==> src/rtl/class_vote_stabilizer_defines.svh <==
// ----------------------------------------------------------------------------
// class_vote_stabilizer_defines.svh
// Assertion macros shared by the class vote stabilizer RTL.
// ----------------------------------------------------------------------------
`ifndef CLASS_VOTE_STABILIZER_DEFINES_SVH
`define CLASS_VOTE_STABILIZER_DEFINES_SVH

`ifndef SYNTH
// Check a property on every rising edge outside reset
`define CVS_ASSERT(label, clk, rst, prop, msg) \
  label: assert property (@(posedge clk) disable iff (rst) prop) else $error(msg);
// Check a property on every rising edge, reset included
`define CVS_ASSERT_ALWAYS(label, clk, prop, msg) \
  label: assert property (@(posedge clk) prop) else $error(msg);
`else
`define CVS_ASSERT(label, clk, rst, prop, msg)
`define CVS_ASSERT_ALWAYS(label, clk, prop, msg)
`endif

`endif

==> src/rtl/cvs_pkg.sv <==
// ----------------------------------------------------------------------------
// cvs_pkg
// Shared types and constants of the class vote stabilizer.
// ----------------------------------------------------------------------------
package cvs_pkg;

  // Default configuration of the block
  localparam int NUM_CLASSES_DEF   = 16;
  localparam int COUNTER_WIDTH_DEF = 8;

  // Fixed field widths
  localparam int CFG_W     = 8;
  localparam int CFG_IDX_W = 2;
  localparam int IN_W      = 5;
  localparam int CLASS_W   = 4;

  // Register reset values
  localparam logic [CFG_W-1:0] FLOOR_RST     = 8'd0;
  localparam logic [CFG_W-1:0] CEILING_RST   = 8'd10;
  localparam logic [CFG_W-1:0] THRESHOLD_RST = 8'd5;

  // Configuration register indexes
  typedef enum logic [CFG_IDX_W-1:0] {
    REG_FLOOR     = 2'd0,
    REG_CEILING   = 2'd1,
    REG_THRESHOLD = 2'd2
  } cfg_reg_t;

  // Sequencer states
  typedef enum logic [1:0] {
    ST_IDLE,
    ST_WALK,
    ST_DRAIN,
    ST_FINISH
  } state_t;

  // Strobes from sequencer to datapath
  typedef struct packed {
    logic start;   // transaction accepted, capture measured class
    logic proc;    // read data of proc_idx is on the RAM output
    logic first;   // proc is for entry zero
    logic load;    // load the result register
  } ctrl_t;

endpackage

==> src/rtl/cvs_ram.sv <==
// ----------------------------------------------------------------------------
// cvs_ram
// Generic simple dual-port RAM: one write port, one registered read port.
// ----------------------------------------------------------------------------
module cvs_ram #(
  parameter int WIDTH = 8,
  parameter int DEPTH = 16
) (
  input  logic                     clk,
  input  logic                     we,
  input  logic [$clog2(DEPTH)-1:0] waddr,
  input  logic [WIDTH-1:0]         wdata,
  input  logic                     re,
  input  logic [$clog2(DEPTH)-1:0] raddr,
  output logic [WIDTH-1:0]         rdata
);

  logic [WIDTH-1:0] mem [DEPTH];

  // Write port
  always_ff @(posedge clk) begin
    if (we) begin
      mem[waddr] <= wdata;
    end
  end

  // Registered read port
  always_ff @(posedge clk) begin
    if (re) begin
      rdata <= mem[raddr];
    end
  end

endmodule

==> src/rtl/cvs_ctrl.sv <==
// ----------------------------------------------------------------------------
// cvs_ctrl
// Sequencer: accepts a transaction, walks the counter RAM in index order and
// hands the finished result to the output register.
// ----------------------------------------------------------------------------
`include "class_vote_stabilizer_defines.svh"

module cvs_ctrl import cvs_pkg::*; #(
  parameter int NUM_CLASSES = NUM_CLASSES_DEF
) (
  input  logic                           clk,
  input  logic                           rst,
  input  logic                           in_valid,
  output logic                           in_stall,
  input  logic                           out_free,
  output logic                           rd_en,
  output logic [$clog2(NUM_CLASSES)-1:0] rd_addr,
  output logic [$clog2(NUM_CLASSES)-1:0] proc_idx,
  output ctrl_t                          ctrl
);

  localparam int AW = $clog2(NUM_CLASSES);
  localparam logic [AW-1:0] LAST_IDX = AW'(NUM_CLASSES - 1);

  state_t        state, state_next;
  logic [AW-1:0] addr, addr_next;
  logic          proc, first;

  // Next state and read address
  always_comb begin
    state_next = state;
    addr_next  = addr;
    unique case (state)
      ST_IDLE: begin
        if (in_valid) begin
          state_next = (LAST_IDX == '0) ? ST_DRAIN : ST_WALK;
          addr_next  = AW'(1);
        end
      end
      ST_WALK: begin
        addr_next = addr + AW'(1);
        if (addr == LAST_IDX) begin
          state_next = ST_DRAIN;
        end
      end
      ST_DRAIN: begin
        state_next = ST_FINISH;
      end
      ST_FINISH: begin
        if (out_free) begin
          state_next = ST_IDLE;
        end
      end
      default: begin
        state_next = ST_IDLE;
      end
    endcase
  end

  // Outputs of the sequencer; hold the input stalled during reset
  always_comb begin
    in_stall   = 1'b1;
    rd_en      = 1'b0;
    rd_addr    = addr;
    ctrl.start = 1'b0;
    ctrl.load  = 1'b0;
    unique case (state)
      ST_IDLE: begin
        in_stall   = rst;
        rd_en      = in_valid;
        rd_addr    = '0;
        ctrl.start = in_valid;
      end
      ST_WALK: begin
        rd_en = 1'b1;
      end
      ST_DRAIN: begin
        rd_en = 1'b0;
      end
      ST_FINISH: begin
        ctrl.load = out_free;
      end
      default: begin
        rd_en = 1'b0;
      end
    endcase
    ctrl.proc  = proc;
    ctrl.first = first;
  end

  // Advance state
  always_ff @(posedge clk) begin
    if (rst) begin
      state <= ST_IDLE;
      addr  <= '0;
      proc  <= 1'b0;
    end else begin
      state <= state_next;
      addr  <= addr_next;
      proc  <= rd_en;
    end
  end

  // Track which entry the RAM output belongs to
  always_ff @(posedge clk) begin
    proc_idx <= rd_addr;
    first    <= (rd_addr == '0);
  end

  `CVS_ASSERT(a_no_rw_collision, clk, rst, (rd_en && proc) |-> (rd_addr != proc_idx), "read and write-back hit one entry")
  `CVS_ASSERT(a_accept_starts_walk, clk, rst, (in_valid && !in_stall) |=> (proc && first), "accepted transaction did not read entry zero")
  `CVS_ASSERT(a_last_then_finish, clk, rst, (proc && (proc_idx == LAST_IDX)) |=> (state == ST_FINISH), "last write-back not followed by finish")

endmodule

==> src/rtl/cvs_dp.sv <==
// ----------------------------------------------------------------------------
// cvs_dp
// Datapath: saturating counter update, threshold crossings, running maximum
// and the result register.
// ----------------------------------------------------------------------------
`include "class_vote_stabilizer_defines.svh"

module cvs_dp import cvs_pkg::*; #(
  parameter int NUM_CLASSES   = NUM_CLASSES_DEF,
  parameter int COUNTER_WIDTH = COUNTER_WIDTH_DEF
) (
  input  logic                           clk,
  input  logic                           rst,
  input  ctrl_t                          ctrl,
  input  logic [$clog2(NUM_CLASSES)-1:0] proc_idx,
  input  logic [IN_W-1:0]                measured_class,
  input  logic [COUNTER_WIDTH-1:0]       floor_lim,
  input  logic [COUNTER_WIDTH-1:0]       ceil_lim,
  input  logic [CFG_W-1:0]               threshold,
  input  logic [COUNTER_WIDTH-1:0]       rd_data,
  output logic                           wr_en,
  output logic [$clog2(NUM_CLASSES)-1:0] wr_addr,
  output logic [COUNTER_WIDTH-1:0]       wr_data,
  input  logic                           out_stall,
  output logic                           out_free,
  output logic                           out_valid,
  output logic                           winner_valid,
  output logic [CLASS_W-1:0]             winner_class,
  output logic                           active_flag
);

  localparam int AW   = $clog2(NUM_CLASSES);
  localparam int CW   = COUNTER_WIDTH;
  localparam int TW   = (CW > CFG_W) ? CW : CFG_W;
  localparam int EW   = (AW > IN_W) ? AW : IN_W;
  localparam int WIDX = (AW > CLASS_W) ? AW : CLASS_W;

  logic [IN_W-1:0]        meas_q;
  logic [NUM_CLASSES-1:0] vld;
  logic                   active;
  logic [CW-1:0]          best;
  logic [AW-1:0]          best_idx;

  logic [CW-1:0]   cnt_cur, cnt_new, cnt_up, cnt_down;
  logic [CW:0]     cnt_inc;
  logic            is_meas, cnt_ge, best_gt;
  logic [WIDX-1:0] idx_ext;

  // Capture the measured class of the accepted transaction
  always_ff @(posedge clk) begin
    if (ctrl.start) begin
      meas_q <= measured_class;
    end
  end

  // Saturating update of the entry on the RAM output
  always_comb begin
    cnt_cur  = vld[proc_idx] ? rd_data : '0;
    cnt_inc  = {1'b0, cnt_cur} + (CW + 1)'(1);
    cnt_up   = (cnt_inc > {1'b0, ceil_lim}) ? ceil_lim : cnt_inc[CW-1:0];
    cnt_down = (cnt_cur <= floor_lim) ? floor_lim : cnt_cur - CW'(1);
    is_meas  = (EW'(meas_q) == EW'(proc_idx));
    cnt_new  = is_meas ? cnt_up : cnt_down;
    cnt_ge   = (TW'(cnt_new) >= TW'(threshold));
  end

  assign wr_en   = ctrl.proc;
  assign wr_addr = proc_idx;
  assign wr_data = cnt_new;

  // Mark entries written since reset
  always_ff @(posedge clk) begin
    if (rst) begin
      vld <= '0;
    end else if (ctrl.proc) begin
      vld[proc_idx] <= 1'b1;
    end
  end

  // Set the flag when the measured counter reaches threshold, clear it when another counter is below it
  always_ff @(posedge clk) begin
    if (rst) begin
      active <= 1'b0;
    end else if (ctrl.proc) begin
      if (is_meas && cnt_ge) begin
        active <= 1'b1;
      end else if (!is_meas && !cnt_ge) begin
        active <= 1'b0;
      end
    end
  end

  // Keep the first index holding the largest counter
  always_ff @(posedge clk) begin
    if (ctrl.proc && (ctrl.first || (cnt_new > best))) begin
      best     <= cnt_new;
      best_idx <= proc_idx;
    end
  end

  assign best_gt = (TW'(best) > TW'(threshold));
  assign idx_ext = WIDX'(best_idx);
  assign out_free = !out_valid || !out_stall;

  // Result register
  always_ff @(posedge clk) begin
    if (rst) begin
      out_valid <= 1'b0;
    end else if (ctrl.load) begin
      out_valid <= 1'b1;
    end else if (!out_stall) begin
      out_valid <= 1'b0;
    end
  end

  always_ff @(posedge clk) begin
    if (ctrl.load) begin
      winner_valid <= best_gt;
      winner_class <= best_gt ? idx_ext[CLASS_W-1:0] : '0;
      active_flag  <= active;
    end
  end

  `CVS_ASSERT(a_load_when_free, clk, rst, ctrl.load |-> (!out_valid || !out_stall), "result loaded over a pending transaction")
  `CVS_ASSERT(a_meas_sets_active, clk, rst, (ctrl.proc && is_meas && cnt_ge) |=> active, "crossing by measured class did not set flag")
  `CVS_ASSERT(a_class_zero_invalid, clk, rst, (out_valid && !winner_valid) |-> (winner_class == '0), "winner class nonzero without winner")

endmodule

==> src/rtl/class_vote_stabilizer.sv <==
// ----------------------------------------------------------------------------
// class_vote_stabilizer
// Smooths per-frame class decisions with one saturating counter per class.
// ----------------------------------------------------------------------------
// The counters live in a RAM with one read and one write port. For each input
// transaction the sequencer reads one counter per cycle, writes it back updated
// on the next cycle, then loads the result register once it is free. in_stall
// stays high while a transaction is walked; a finished result waits in the
// output register while the next transaction is taken. The counters come out
// of reset at zero through per-entry valid bits, so no clearing pass is
// needed. Configuration writes are taken at any time outside reset and should
// be issued only while the block is idle.
`include "class_vote_stabilizer_defines.svh"

module class_vote_stabilizer import cvs_pkg::*; #(
  parameter int NUM_CLASSES   = NUM_CLASSES_DEF,
  parameter int COUNTER_WIDTH = COUNTER_WIDTH_DEF
) (
  input  logic                 clk,
  input  logic                 rst,
  // input channel
  input  logic                 in_valid,
  output logic                 in_stall,
  input  logic [IN_W-1:0]      measured_class,
  // result channel
  output logic                 out_valid,
  input  logic                 out_stall,
  output logic                 winner_valid,
  output logic [CLASS_W-1:0]   winner_class,
  output logic                 active_flag,
  // configuration channel
  input  logic                 cfg_valid,
  output logic                 cfg_ready,
  input  logic [CFG_IDX_W-1:0] cfg_index,
  input  logic [CFG_W-1:0]     cfg_data
);

  localparam int AW = $clog2(NUM_CLASSES);
  localparam int CW = COUNTER_WIDTH;
  localparam int LW = (CW > CFG_W) ? CW : CFG_W;
  localparam logic [LW-1:0] CNT_MAX = LW'((1 << CW) - 1);

  logic [CFG_W-1:0] floor_q, ceil_q, thresh_q;
  logic [LW-1:0]    floor_ext, ceil_ext;
  logic [CW-1:0]    floor_lim, ceil_lim;

  ctrl_t         ctrl;
  logic          rd_en, wr_en, out_free;
  logic [AW-1:0] rd_addr, proc_idx, wr_addr;
  logic [CW-1:0] rd_data, wr_data;

  assign cfg_ready = !rst;

  // Register writes
  always_ff @(posedge clk) begin
    if (rst) begin
      floor_q  <= FLOOR_RST;
      ceil_q   <= CEILING_RST;
      thresh_q <= THRESHOLD_RST;
    end else if (cfg_valid && cfg_ready) begin
      unique case (cfg_reg_t'(cfg_index))
        REG_FLOOR:     floor_q  <= cfg_data;
        REG_CEILING:   ceil_q   <= cfg_data;
        REG_THRESHOLD: thresh_q <= cfg_data;
        default: begin
        end
      endcase
    end
  end

  // Limit floor and ceiling to the counter range
  always_comb begin
    floor_ext = LW'(floor_q);
    ceil_ext  = LW'(ceil_q);
    floor_lim = (floor_ext > CNT_MAX) ? CNT_MAX[CW-1:0] : floor_ext[CW-1:0];
    ceil_lim  = (ceil_ext > CNT_MAX) ? CNT_MAX[CW-1:0] : ceil_ext[CW-1:0];
  end

  cvs_ctrl #(
    .NUM_CLASSES (NUM_CLASSES)
  ) u_ctrl (
    .clk      (clk),
    .rst      (rst),
    .in_valid (in_valid),
    .in_stall (in_stall),
    .out_free (out_free),
    .rd_en    (rd_en),
    .rd_addr  (rd_addr),
    .proc_idx (proc_idx),
    .ctrl     (ctrl)
  );

  cvs_ram #(
    .WIDTH (CW),
    .DEPTH (NUM_CLASSES)
  ) u_counters (
    .clk   (clk),
    .we    (wr_en),
    .waddr (wr_addr),
    .wdata (wr_data),
    .re    (rd_en),
    .raddr (rd_addr),
    .rdata (rd_data)
  );

  cvs_dp #(
    .NUM_CLASSES   (NUM_CLASSES),
    .COUNTER_WIDTH (COUNTER_WIDTH)
  ) u_dp (
    .clk            (clk),
    .rst            (rst),
    .ctrl           (ctrl),
    .proc_idx       (proc_idx),
    .measured_class (measured_class),
    .floor_lim      (floor_lim),
    .ceil_lim       (ceil_lim),
    .threshold      (thresh_q),
    .rd_data        (rd_data),
    .wr_en          (wr_en),
    .wr_addr        (wr_addr),
    .wr_data        (wr_data),
    .out_stall      (out_stall),
    .out_free       (out_free),
    .out_valid      (out_valid),
    .winner_valid   (winner_valid),
    .winner_class   (winner_class),
    .active_flag    (active_flag)
  );

  `CVS_ASSERT(a_limits_in_range, clk, rst, (LW'(floor_lim) <= CNT_MAX) && (LW'(ceil_lim) <= CNT_MAX), "limit outside counter range")
  `CVS_ASSERT(a_no_accept_with_result_load, clk, rst, ctrl.load |-> in_stall, "transaction accepted while loading result")
  `CVS_ASSERT_ALWAYS(a_reset_out_idle, clk, rst |=> !out_valid, "result valid right after reset")

endmodule
==> config.mk <==
export PLATFORM = sky130hd
export DESIGN_NAME = class_vote_stabilizer
export DESIGN_NICKNAME = d
export VERILOG_FILES = /design/src/rtl/cvs_pkg.sv /design/src/rtl/cvs_ram.sv /design/src/rtl/cvs_ctrl.sv /design/src/rtl/cvs_dp.sv /design/src/rtl/class_vote_stabilizer.sv
export VERILOG_INCLUDE_DIRS = /design/src /design/src/rtl
export SDC_FILE = /design/constraint.sdc
export NUM_CORES = 1
export LEC_CHECK = 0
export BUFFER_PORTS_ARGS = -buffer_cell sky130_fd_sc_hd__buf_2
export CAP_MARGIN = 30
export CORE_MARGIN = 3
export CORE_UTILIZATION = 40
export DETAILED_ROUTE_END_ITERATION = 16
export GPL_TIMING_DRIVEN = 0
export PLACE_DENSITY = 0.62
export REMOVE_ABC_BUFFERS = 1
export SLEW_MARGIN = 15
export SYNTH_ARGS = -nofsm -noshare
export SYNTH_HDL_FRONTEND = slang
export SYNTH_SLANG_ARGS = --single-unit
==> constraint.sdc <==
create_clock -name clk -period 7.75 [get_ports clk]
set_input_delay 0.3875 -clock clk [delete_from_list [all_inputs] [get_ports clk]]
set_output_delay 0.3875 -clock clk [all_outputs]
set_load 0.005 [all_outputs]
==> reports/metrics.csv <==
stage,metric,value,unit
power,PD cells,499,nW/um^2
sta,RSZ-0062 raised after global routing,false,
detailed_routing,DR pass1 iterations,6,
grt,via count of the first global-routing pass,5955,
grt,largest net degree at the start of global routing,46,
logic_synthesis,Netlist cell types,57,
grt,first-pass GRT wire length,34900,um
job,max-cap violation count,0,
logic_synthesis,"EDFF count, synth",159,
grt,global route overflow,0,
logic_synthesis,top cell type's share of synthesized area,49.3,%
worst_setup_path,cells on worst reg2reg path,25,
grt,gr usage total,17.2,%
logic_synthesis,synthesized area,9680,sq um
worst_setup_path,Crit. End Element,flop,
placement,Final HPWL DP,15200,um
worst_setup_path,crit path max fanout,19,
sta,final setup fails,0,
sta,Final Skew,0.0101,ns
sta,setup_tns,0,ns
floorplan,Die Height,162,um
sta,Final min period,7.05,ns
sta,Hold WS,0.0525,ns
floorplan,die area,26100,sq um
sta,slew margin rel.,33.5,%
logic_synthesis,fraction of registers with async set/reset,0,%
sta,Max Freq,142,MHz
power,post-route total power,5.46,mW
layout,Final nets,914,
detailed_routing,via count,6346,
logic_synthesis,register area share after synthesis,60.5,%
detailed_routing,drt drc,0,
sta,fin worst setup slack,0.699,ns
grt,initial antenna violation count,0,
logic_synthesis,Post-synth top flop,edfxtp_1,
detailed_routing,Routed WL,22500,um
clocking,Root Driver,clkbuf_16,
layout,Final Util,46.3,%
logic_synthesis,top-count cell post-synth,edfxtp_1,
detailed_routing,ANT nets after route,0,
logic_synthesis,Synth warnings,0,
worst_setup_path,CP Data Arrival Time,7.41,ns
power,Peak supply drop,0.302,mV
floorplan,chip width,162,um
floorplan,starting density of the core,41.0,%
floorplan,core box area,23600,sq um
clocking,cts hold-fix bufs,0,
clocking,Worst-path clk slew,0.06,ns
placement,gpl congestion,0.786,
layout,Layout area overhead,13.1,%
worst_setup_path,critical path type,reg2reg,
detailed_routing,DR iter-0 viols,517,
clocking,"Clk Latency, worst-skew pair",0.51,ns
worst_setup_path,"Largest stage delay, worst path",0.74,ns
sta,Worst-Margin Slew,0.994,ns
power,leakage,3.85,nW
clocking,TritonCTS clock tree,yes,
logic_synthesis,largest cells by area after synthesis,"edfxtp_1 (49%), dfxtp_1 (11%), ha_1 (5.9%)",
logic_synthesis,Post-Synthesis Cells,820,
placement,PortBufs,28,
sta,Fin. Hold Viols,0,
layout,ratio of cells with drive above 1 in the final layout,13.0,%
detailed_routing,vias per cell,5.36,
logic_synthesis,Yosys reg bits,213,
clocking,CTS Buf Count,22,
logic_synthesis,cell taking the most area after synthesis,edfxtp_1,
worst_hold_path,Worst Hold Class,in2reg,
clocking,htree depth,1,
sta,Pins Over Slew Limit,0,
detailed_routing,Avg WL per Cell,19.0,um
worst_hold_path,WHS Path Cells,1,
sta,period utilization,91.0,%
floorplan,I/O Pins,29,
floorplan,FP Rows,56,
run_status,run status,finished clean,
worst_setup_path,Required @ worst endpoint,8.11,ns
clocking,Longest Clk Path Bufs,3,
worst_setup_path,Critical-path top delay cell,dfxtp_1,
logic_synthesis,Synth top cells by count,"edfxtp_1 (159), nand2_1 (99), nor2_1 (66), dfxtp_1 (54), a21oi_1 (49)",
worst_setup_path,crit path launch type,flop,
logic_synthesis,Avg Inst Size Synth,11.8,sq um
placement,Setup Slack @ Placement,0.219,ns
clocking,clock sinks,213,
layout,Ant. Diodes,0,
worst_setup_path,"most used cell, CP",ha_1,
through the flow:
stage                     cells  cell area (sq um)
after floorplan             780               9490
after global placement     1127              10000
after detailed placement   1139              10200
after CTS                  1179              10900
after global routing       1183              10900
final                      1183              10900
critical path: cells and delay by family (launching register included):
family	cells	cell delay, ns
AOI/OAI and AO/OA	6	1.70
xor gates and xnor gates	1	0.16
adders and majority gates	4	1.25
buffers and inverters	1	0.17
DFF	1	0.74
muxes	3	1.07
and+or+nand+nor	10	1.81
layout make-up:
| cell class | instances | area, sq um |
|---|---|---|
| timing repair buffer | 44 | 308 |
| tap | 319 | 399 |
| inverter | 45 | 169 |
| sequential | 213 | 5860 |
| fill | 2172 | 12700 |
| clock inverter | 7 | 51.3 |
| clock buffer | 33 | 622 |
| multi-input combinational | 522 | 3530 |
report_power, final:
part | total, mW | internal, mW | switching [mW] | leakage [nW]
registers | 2.02 | 1.88 | 0.135 | 1.90
logic | 2.46 | 0.870 | 1.59 | 1.62
clock network | 0.978 | 0.558 | 0.420 | 0.328
registers in the layout, summed over array words and instances (netlist names), 4 cells and up:
name	cells
u_ctrl.proc_idx	4
u_counters.mem	128
u_dp.best	8
u_dp.winner_class	4
u_dp.best_idx	4
floor_ext	8
u_dp.meas_q	5
u_counters.rdata	8
u_ctrl.addr	4
ceil_ext	8
thresh_q	8
u_dp.vld	16
cells by family (layout without fill, tap and decap cells):
group	Yosys count	in the layout	share of synthesized area, %
buffers and inverters	85	129	3.67
xor gates and xnor gates	15	15	1.44
muxes	26	26	3.85
DFF	213	213	60.5
AOI/OAI and AO/OA	169	169	11.8
adders and majority gates	46	46	5.95
and+or+nand+nor	266	266	12.8
layout by cell type, fill, tap and decap left out, types with 12 or more instances in the layout:
cell type,n
a22oi_1,21
nand2_1,99
nand3_1,20
buf_2,29
mux2i_1,16
o22ai_1,19
dfxtp_1,52
a211oi_1,21
inv_1,40
xnor2_1,12
ha_1,46
edfxtp_1,159
and2_1,20
a31oi_1,18
nor2_1,65
a21oi_1,47
nor2b_1,22
clkbuf_16,22
path summary, 6_finish.rpt:
kind | start | end | slack (ns)
min reg2reg | u_dp.active | u_dp.active_flag | 0.44
max reg2reg | u_ctrl.proc_idx[2] | u_dp.active | 0.70
max | u_ctrl.proc_idx[2] | u_dp.active | 0.70
min | measured_class[2] | u_dp.meas_q[2] | 0.05
layer usage:
layer	wire (um)	vias to the layer above	GRT usage, %
li1	-	3064	-
met3	1310	31	2.21
met4	524	0	4.42
met1	10600	3081	25.5
met5	0	-	0
met2	10100	170	26.8
timing repair:
item,4_1_cts,5_1_grt
gates resized for setup,0,2
endpoints found under the setup margin,0,13
setup buffers,0,0
(Power assumes the default switching activity.)
